--- src/rtl/core/calendar_date_counter_macros.svh ---
// Assertion helpers for the calendar date counter
`ifndef CALENDAR_DATE_COUNTER_MACROS_SVH
`define CALENDAR_DATE_COUNTER_MACROS_SVH

// Same-cycle implication, disabled in reset
`define CALDC_ASSERT_IMPL(label, clk, rst_n, ante, cons) \
    label: assert property (@(posedge clk) disable iff (!rst_n) (ante) |-> (cons)) \
        else $error("calendar date counter: check failed");

// Next-cycle implication, disabled in reset
`define CALDC_ASSERT_NEXT(label, clk, rst_n, ante, cons) \
    label: assert property (@(posedge clk) disable iff (!rst_n) (ante) |=> (cons)) \
        else $error("calendar date counter: check failed");

`endif

--- src/rtl/core/caldc_pkg.sv ---
package caldc_pkg;

    localparam logic [13:0] YEAR_MIN = 14'd1;
    localparam logic [13:0] YEAR_MAX = 14'd9999;
    localparam logic [3:0]  MONTH_MAX = 4'd12;

    typedef enum logic [1:0] {
        KIND_LOAD = 2'd0,
        KIND_FWD  = 2'd1,
        KIND_BACK = 2'd2,
        KIND_DIFF = 2'd3
    } kind_t;

    typedef struct packed {
        logic [3:0]  month;
        logic [5:0]  day;
        logic [13:0] year;
        logic        valid;
    } date_t;

    // floor(y / 100) by reciprocal, exact for 14-bit y
    function automatic logic [7:0] div100(input logic [13:0] y);
        logic [26:0] p;
        p = 27'(y) * 27'd5243;
        return p[26:19];
    endfunction

    function automatic logic is_leap(input logic [13:0] y);
        logic [7:0]  q;
        logic [13:0] r;
        q = div100(y);
        r = y - 14'(q) * 14'd100;
        return ((y[1:0] == 2'b00) && (r != 14'd0)) || ((r == 14'd0) && (q[1:0] == 2'b00));
    endfunction

    function automatic logic [4:0] days_in(input logic [3:0] m, input logic [13:0] y);
        logic [4:0] n;
        case (m) inside
            4'd1, 4'd3, 4'd5, 4'd7, 4'd8, 4'd10, 4'd12: n = 5'd31;
            4'd4, 4'd6, 4'd9, 4'd11:                    n = 5'd30;
            4'd2:                                       n = is_leap(y) ? 5'd29 : 5'd28;
            default:                                    n = 5'd0;
        endcase
        return n;
    endfunction

    function automatic logic check_date(input logic [3:0] m, input logic [5:0] d,
                                        input logic [13:0] y);
        return (m >= 4'd1) && (m <= MONTH_MAX) && (y >= YEAR_MIN) && (y <= YEAR_MAX)
            && (d >= 6'd1) && (d <= {1'b0, days_in(m, y)});
    endfunction

    // days before the shifted month, year starting in March
    function automatic logic [8:0] month_offset(input logic [3:0] mm);
        logic [8:0] v;
        case (mm)
            4'd0:    v = 9'd0;
            4'd1:    v = 9'd31;
            4'd2:    v = 9'd61;
            4'd3:    v = 9'd92;
            4'd4:    v = 9'd122;
            4'd5:    v = 9'd153;
            4'd6:    v = 9'd184;
            4'd7:    v = 9'd214;
            4'd8:    v = 9'd245;
            4'd9:    v = 9'd275;
            4'd10:   v = 9'd306;
            4'd11:   v = 9'd337;
            default: v = 9'd0;
        endcase
        return v;
    endfunction

    // day number of a valid date
    function automatic logic [21:0] day_number(input logic [3:0] m, input logic [5:0] d,
                                               input logic [13:0] y);
        logic [3:0]  mm;
        logic [13:0] yy;
        logic [7:0]  q;
        logic [21:0] n;
        mm = (m <= 4'd2) ? m + 4'd9 : m - 4'd3;
        yy = (m <= 4'd2) ? y - 14'd1 : y;
        q  = div100(yy);
        n  = 22'(yy) * 22'd365 + 22'(yy[13:2]) - 22'(q) + 22'(q[7:2])
           + 22'(month_offset(mm)) + 22'(d) - 22'd1;
        return n;
    endfunction

endpackage

--- src/rtl/core/caldc_step.sv ---
module caldc_step (
    input  caldc_pkg::kind_t kind,
    input  caldc_pkg::date_t cur,
    input  logic [3:0]       month_in,
    input  logic [5:0]       day_in,
    input  logic [13:0]      year_in,
    output caldc_pkg::date_t nxt
);

    logic [4:0] len_cur;
    logic [4:0] len_prev;

    assign len_cur  = caldc_pkg::days_in(cur.month, cur.year);
    assign len_prev = caldc_pkg::days_in(cur.month - 4'd1, cur.year);

    always_comb
    begin
        nxt = cur;
        unique case (kind)
            caldc_pkg::KIND_LOAD:
            begin
                nxt.month = month_in;
                nxt.day   = day_in;
                nxt.year  = year_in;
                nxt.valid = caldc_pkg::check_date(month_in, day_in, year_in);
            end
            caldc_pkg::KIND_FWD:
            begin
                if (cur.valid)
                begin
                    if (cur.day < {1'b0, len_cur})
                    begin
                        nxt.day = cur.day + 6'd1;
                    end
                    else if (cur.month < caldc_pkg::MONTH_MAX)
                    begin
                        nxt.month = cur.month + 4'd1;
                        nxt.day   = 6'd1;
                    end
                    else if (cur.year < caldc_pkg::YEAR_MAX)
                    begin
                        nxt.year  = cur.year + 14'd1;
                        nxt.month = 4'd1;
                        nxt.day   = 6'd1;
                    end
                    else
                    begin
                        nxt.valid = 1'b0;
                    end
                end
            end
            caldc_pkg::KIND_BACK:
            begin
                if (cur.valid)
                begin
                    if (cur.day > 6'd1)
                    begin
                        nxt.day = cur.day - 6'd1;
                    end
                    else if (cur.month > 4'd1)
                    begin
                        nxt.month = cur.month - 4'd1;
                        nxt.day   = {1'b0, len_prev};
                    end
                    else if (cur.year > caldc_pkg::YEAR_MIN)
                    begin
                        nxt.year  = cur.year - 14'd1;
                        nxt.month = caldc_pkg::MONTH_MAX;
                        nxt.day   = 6'd31;
                    end
                    else
                    begin
                        nxt.valid = 1'b0;
                    end
                end
            end
            caldc_pkg::KIND_DIFF:
            begin
                nxt = cur;
            end
            default:
            begin
                nxt = cur;
            end
        endcase
    end

endmodule

--- src/rtl/core/caldc_diff.sv ---
module caldc_diff (
    input  caldc_pkg::kind_t    kind,
    input  caldc_pkg::date_t    cur,
    input  logic [3:0]          month_in,
    input  logic [5:0]          day_in,
    input  logic [13:0]         year_in,
    output logic signed [22:0]  diff
);

    logic [21:0] dn_cur;
    logic [21:0] dn_sup;
    logic        sup_ok;

    assign dn_cur = caldc_pkg::day_number(cur.month, cur.day, cur.year);
    assign dn_sup = caldc_pkg::day_number(month_in, day_in, year_in);
    assign sup_ok = caldc_pkg::check_date(month_in, day_in, year_in);

    always_comb
    begin
        if ((kind == caldc_pkg::KIND_DIFF) && cur.valid && sup_ok)
        begin
            diff = $signed({1'b0, dn_cur}) - $signed({1'b0, dn_sup});
        end
        else
        begin
            diff = 23'sd0;
        end
    end

endmodule

--- src/rtl/core/calendar_date_counter.sv ---
// An input transfer is held in the input register, then moved to the result register.
// One item per cycle unless out_ready stalls; state and result update in the same cycle.
// Reset (rst_n low, asynchronous): date cleared to 0/0/0 and marked invalid,
// both pipeline stages emptied.
`include "calendar_date_counter_macros.svh"

module calendar_date_counter (
    input  logic               clk,
    input  logic               rst_n,
    input  logic               in_valid,
    output logic               in_ready,
    input  logic [1:0]         kind,
    input  logic [3:0]         month_in,
    input  logic [5:0]         day_in,
    input  logic [13:0]        year_in,
    output logic               out_valid,
    input  logic               out_ready,
    output logic [3:0]         month_out,
    output logic [5:0]         day_out,
    output logic [13:0]        year_out,
    output logic               date_valid,
    output logic signed [22:0] day_difference
);

    logic                    s1_valid_reg;
    caldc_pkg::kind_t        s1_kind_reg;
    logic [3:0]              s1_month_reg;
    logic [5:0]              s1_day_reg;
    logic [13:0]             s1_year_reg;

    caldc_pkg::date_t        cur_reg;
    caldc_pkg::date_t        cur_next;

    logic                    out_valid_reg;
    caldc_pkg::date_t        out_date_reg;
    logic signed [22:0]      out_diff_reg;
    logic signed [22:0]      diff_next;

    logic                    out_adv;
    logic                    fire;

    assign out_adv  = !out_valid_reg || out_ready;
    assign fire     = s1_valid_reg && out_adv;
    assign in_ready = !s1_valid_reg || out_adv;

    caldc_step u_step (
        .kind     (s1_kind_reg),
        .cur      (cur_reg),
        .month_in (s1_month_reg),
        .day_in   (s1_day_reg),
        .year_in  (s1_year_reg),
        .nxt      (cur_next)
    );

    caldc_diff u_diff (
        .kind     (s1_kind_reg),
        .cur      (cur_reg),
        .month_in (s1_month_reg),
        .day_in   (s1_day_reg),
        .year_in  (s1_year_reg),
        .diff     (diff_next)
    );

    // input stage
    always_ff @(posedge clk or negedge rst_n)
    begin
        if (!rst_n)
        begin
            s1_valid_reg <= 1'b0;
        end
        else if (in_ready)
        begin
            s1_valid_reg <= in_valid;
        end
    end

    always_ff @(posedge clk)
    begin
        if (in_ready && in_valid)
        begin
            s1_kind_reg  <= caldc_pkg::kind_t'(kind);
            s1_month_reg <= month_in;
            s1_day_reg   <= day_in;
            s1_year_reg  <= year_in;
        end
    end

    // stored date
    always_ff @(posedge clk or negedge rst_n)
    begin
        if (!rst_n)
        begin
            cur_reg <= '0;
        end
        else if (fire)
        begin
            cur_reg <= cur_next;
        end
    end

    // result stage
    always_ff @(posedge clk or negedge rst_n)
    begin
        if (!rst_n)
        begin
            out_valid_reg <= 1'b0;
        end
        else if (out_adv)
        begin
            out_valid_reg <= s1_valid_reg;
        end
    end

    always_ff @(posedge clk)
    begin
        if (fire)
        begin
            out_date_reg <= cur_next;
            out_diff_reg <= diff_next;
        end
    end

    assign out_valid      = out_valid_reg;
    assign month_out      = out_date_reg.month;
    assign day_out        = out_date_reg.day;
    assign year_out       = out_date_reg.year;
    assign date_valid     = out_date_reg.valid;
    assign day_difference = out_diff_reg;

    `CALDC_ASSERT_IMPL(a_valid_date_in_range, clk, rst_n, out_valid_reg && out_date_reg.valid,
        (out_date_reg.month >= 4'd1) && (out_date_reg.month <= caldc_pkg::MONTH_MAX)
        && (out_date_reg.day != 6'd0) && (out_date_reg.year != 14'd0)
        && (out_date_reg.year <= caldc_pkg::YEAR_MAX))
    `CALDC_ASSERT_IMPL(a_diff_needs_valid, clk, rst_n,
        out_valid_reg && (out_diff_reg != 23'sd0), out_date_reg.valid)
    `CALDC_ASSERT_NEXT(a_state_holds_idle, clk, rst_n, !fire, $stable(cur_reg))
    `CALDC_ASSERT_NEXT(a_result_matches_state, clk, rst_n, fire,
        out_valid_reg && (out_date_reg == cur_reg))

endmodule

--- config.mk ---
export PLATFORM = sky130hd
export DESIGN_NAME = calendar_date_counter
export DESIGN_NICKNAME = d
export VERILOG_FILES = /design/src/rtl/core/caldc_pkg.sv /design/src/rtl/core/caldc_step.sv /design/src/rtl/core/caldc_diff.sv /design/src/rtl/core/calendar_date_counter.sv
export VERILOG_INCLUDE_DIRS = /design/src /design/src/rtl/core
export SDC_FILE = /design/constraint.sdc
export NUM_CORES = 2
export LEC_CHECK = 0
export BUFFER_PORTS_ARGS = -buffer_cell sky130_fd_sc_hd__buf_2
export CAP_MARGIN = 10
export CORE_ASPECT_RATIO = 1.2
export CORE_MARGIN = 5
export CORE_UTILIZATION = 65
export CTS_CLUSTER_DIAMETER = 200
export DETAILED_ROUTE_END_ITERATION = 8
export PLACE_DENSITY = 0.88
export SYNTH_ARGS = -nofsm -noshare
export SYNTH_HDL_FRONTEND = slang
export SYNTH_HIERARCHICAL = 1
export SYNTH_SLANG_ARGS = --single-unit
export TNS_END_PERCENT = 30
--- constraint.sdc ---
create_clock -name clk -period 17.5 [get_ports clk]
set_input_delay 0 -clock clk [delete_from_list [all_inputs] [get_ports clk]]
set_output_delay 0 -clock clk [all_outputs]
set_load 0.05 [all_outputs]
==> reports/qor.csv <==
stage,metric,value,unit
flow_run,max-cap viol count,0,
final_layout,fin util,69.25,%
final_layout,P&R area growth vs syn,5.484,%
clock_network,Clk Tree Root Cell,clkbuf_16,
worst_setup_path,critical path arrival,15.05,ns
clock_network,clock buffer depth,2,
floorplan,row count,94,
clock_network,# H-tree levels,3,
sta,measured slew at the worst slew-check pin,1.162,ns
placed_design,post-DP HPWL,74260,um
sta,Tmin final,14.95,ns
min_path,Hold Crit Class,input port to async pin,
floorplan,Core ar.,0.05481,mm^2
final_layout,highest-count cells in the layout ignoring fill and taps,"915 x inv_1, 889 x ha_1, 489 x fa_1",
sta,Final setup violation count,0,
final_layout,most common library cell in the layout ignoring fill and taps,inv_1,
grt,Total Routing Usage GR,29.59,%
drt,WL per Instance,19.15,um
floorplan,Initial Util,65.65,%
drt,final WL,88020,um
placed_design,routability cong.,0.9827,
grt,GRT met1 Usage,36.31,%
grt,met3 global-route usage,4.643,%
synth,unique cell type count in the Yosys netlist,95,
sta,slew margin rel.,21.99,%
synth,Post-synth EDFFs,74,
sta,final count of pins violating max slew,0,
final_layout,# fillers,3926,
final_layout,final net count,5279,
grt,total congestion overflow,0,
clock_network,CTS sink count,101,
grt,first-pass GRT wire length,144300,um
drt,Antenna Nets Post-Route,0,
worst_setup_path,Crit path largest cell delay,0.99,ns
drt,Initial DRT Pass Iterations,9,
sta,unrepaired setup endpoints after global routing,no,
sta,total negative setup slack,0,ns
status,outcome,completed,
worst_setup_path,R2R cell count,55,
clock_network,clock latency on the worst-skew pair,0.40,ns
sta,Hold Fails Final Rpt,0,
final_layout,final non-filler cell total,4597,
worst_setup_path,crit path launch type,register,
synth,"Primary FF master, synth",edfxtp_1,
worst_setup_path,slowest library cell on the worst path,edfxtp_1,
placed_design,port bufs,79,
synth,Yosys Warn Count,6,
grt,initial antenna violation count,3,
worst_setup_path,Most common cell on crit path,inv_1,
final_layout,FF+latch area,0.002898,mm^2
grt,met2 Use GR,52.39,%
synth,Post-Syn Instances,3762,
synth,synthesized flop and latch total,101,
grt,pin count of the biggest net entering global routing,49,
worst_setup_path,CP Capture Type,register,
clock_network,CTS tree,built,
placed_design,Placed Cells incl. Taps,4550,
floorplan,die area,0.06018,mm^2
sta,fmax,66.89,MHz
grt,gr busiest metal,met2,
clock_network,"CTS clk-pin slew, worst paths",0.10,ns
drt,DRC viols,0,
clock_network,post-CTS setup buffers,0,
synth,asr flop ratio synth,26.73,%
final_layout,max reg flops,25,
final_layout,Multi-input gate area,0.02945,mm^2
clock_network,CTS Buf Count,9,
drt,Starting DRT DRC Count,2121,
synth,"Seq/Total Area, Yosys",8.054,%
final_layout,proportion of layout cells with a drive suffix above 1,5.418,%
drt,DR vias/cell,5.932,
sta,fin crit share,85.42,%
floorplan,Die H,267.7,um
synth,syn nets,5170,
grt,vias in the first global route,29330,
synth,post-synthesis cell area,0.03598,mm^2
drt,routed vias,27270,
synth,Mean Syn Cell Area,9.564,um^2
worst_setup_path,"Data required, critical path",17.60,ns
worst_setup_path,kind of critical path,register to register,
floorplan,die width,224.8,um
worst_setup_path,maximum fanout count along the critical path,14,
sta,clk_skew,0.02132,ns
floorplan,# IOs,80,
critical path, delay by kind of cell, from the launching register on:
kind,cells,cell delay [ns]
DFF,1,0.99
AOI/OAI and AO/OA,15,3.67
xor gates and xnor gates,4,1.02
and+or+nand+nor,11,1.46
adders and majority gates,15,6.27
buffers and inverters,10,1.24
logic make-up (layout without fill, tap and decap cells):
kind of cell | Yosys count | after routing | synth area share, %
buffers and inverters | 962 | 1076 | 10.10
xor gates and xnor gates | 198 | 198 | 4.820
other | 0 | 1 | 0
muxes | 34 | 34 | 1.238
AOI/OAI and AO/OA | 545 | 545 | 10.02
adders and majority gates | 1378 | 1378 | 58.12
and+or+nand+nor | 544 | 544 | 7.643
DFF | 101 | 101 | 8.054
metal layers:
metal | wire, um | vias to the layer above
met3 | 6046 | 295
met2 | 43540 | 1206
met1 | 34260 | 13210
met4 | 4154 | 2
li1 | - | 12560
met5 | 13 | -
final timing paths:
path,endpoint,slack (ns),startpoint
min in group clk,s1_day_reg[0],0.32,day_in[0]
hold reg to reg,out_valid,0.57,s1_valid_reg
setup reg to reg,day_difference[18],2.55,s1_year_reg[4]
hold / removal,cur_reg[12],0.21,rst_n
max in group asynchronous,cur_reg[15],16.74,rst_n
setup / recovery,day_difference[18],2.55,s1_year_reg[4]
cell usage after synthesis (5+ instances only):
library cell / instances / area, um^2
a31oi_1: 35 / 219.0
nand2_1: 126 / 473.0
mux2_2: 8 / 90.09
nand2b_1: 27 / 168.9
ha_1: 889 / 11120
o22ai_1: 7 / 43.79
a21oi_1: 155 / 775.7
o21ai_1: 5 / 25.02
nand4_1: 21 / 131.4
nor3b_1: 7 / 52.55
o211ai_1: 10 / 75.07
and2_1: 12 / 75.07
o21ai_0: 98 / 490.5
inv_1: 916 / 3438
a311oi_1: 7 / 61.31
xor2_1: 61 / 534.3
or3_1: 17 / 106.4
and3_1: 18 / 112.6
or2_2: 28 / 175.2
a31o_2: 5 / 43.79
a22oi_1: 6 / 45.04
nand3b_1: 8 / 60.06
o21bai_1: 24 / 180.2
nor3_1: 35 / 175.2
o2111ai_1: 7 / 61.31
o21a_1: 17 / 127.6
fa_1: 489 / 9789
a211oi_1: 26 / 195.2
and4_1: 7 / 61.31
nor2_1: 129 / 484.2
mux2i_1: 7 / 70.07
dfrtp_1: 27 / 675.7
a211o_1: 9 / 78.83
nor4_1: 11 / 68.82
o31ai_1: 9 / 67.56
o41ai_1: 6 / 52.55
xnor2_1: 137 / 1200
mux2_4: 19 / 285.3
edfxtp_1: 74 / 2222
nand3_1: 56 / 280.3
a21boi_0: 8 / 60.06
a21o_1: 54 / 405.4
nor2b_1: 19 / 118.9
a2111oi_0: 5 / 43.79
clkbuf_1: 40 / 150.1
repair_timing:
item                       4_1_cts  5_1_grt
hold endpoints to repair        55        0
hold buffers                    30        0
setup endpoints to repair        0        0
gates resized for setup          0        0
final cells by class:
type | count | area share (%)
Inverter | 917 | 9.069
Antenna cell | 1 | 0.006593
Sequential cell | 101 | 7.635
Clock inverter | 7 | 0.2275
Clock buffer | 9 | 0.5934
Timing Repair Buffer | 143 | 2.505
Tap cell | 720 | 2.374
Multi-Input combinational cell | 2699 | 77.59
stage by stage:
| step | cell area (um^2) | hold WS (ns) | worst slack (ns) |
|---|---|---|---|
| final | 37950 | 0.2140 | 2.551 |
| after global routing | 37950 | 0.2855 | 1.714 |
| after CTS | 37950 | 0.2119 | 2.684 |
| after detailed placement | 37340 | 0.1067 | 2.695 |
| after global placement | 37340 | 0.09631 | 3.126 |
| after floorplan | 35980 | -0.2956 | 3.995 |
Power is not shown: default switching activity piles up to over one toggle a cycle in this logic, so the estimate is an artifact.
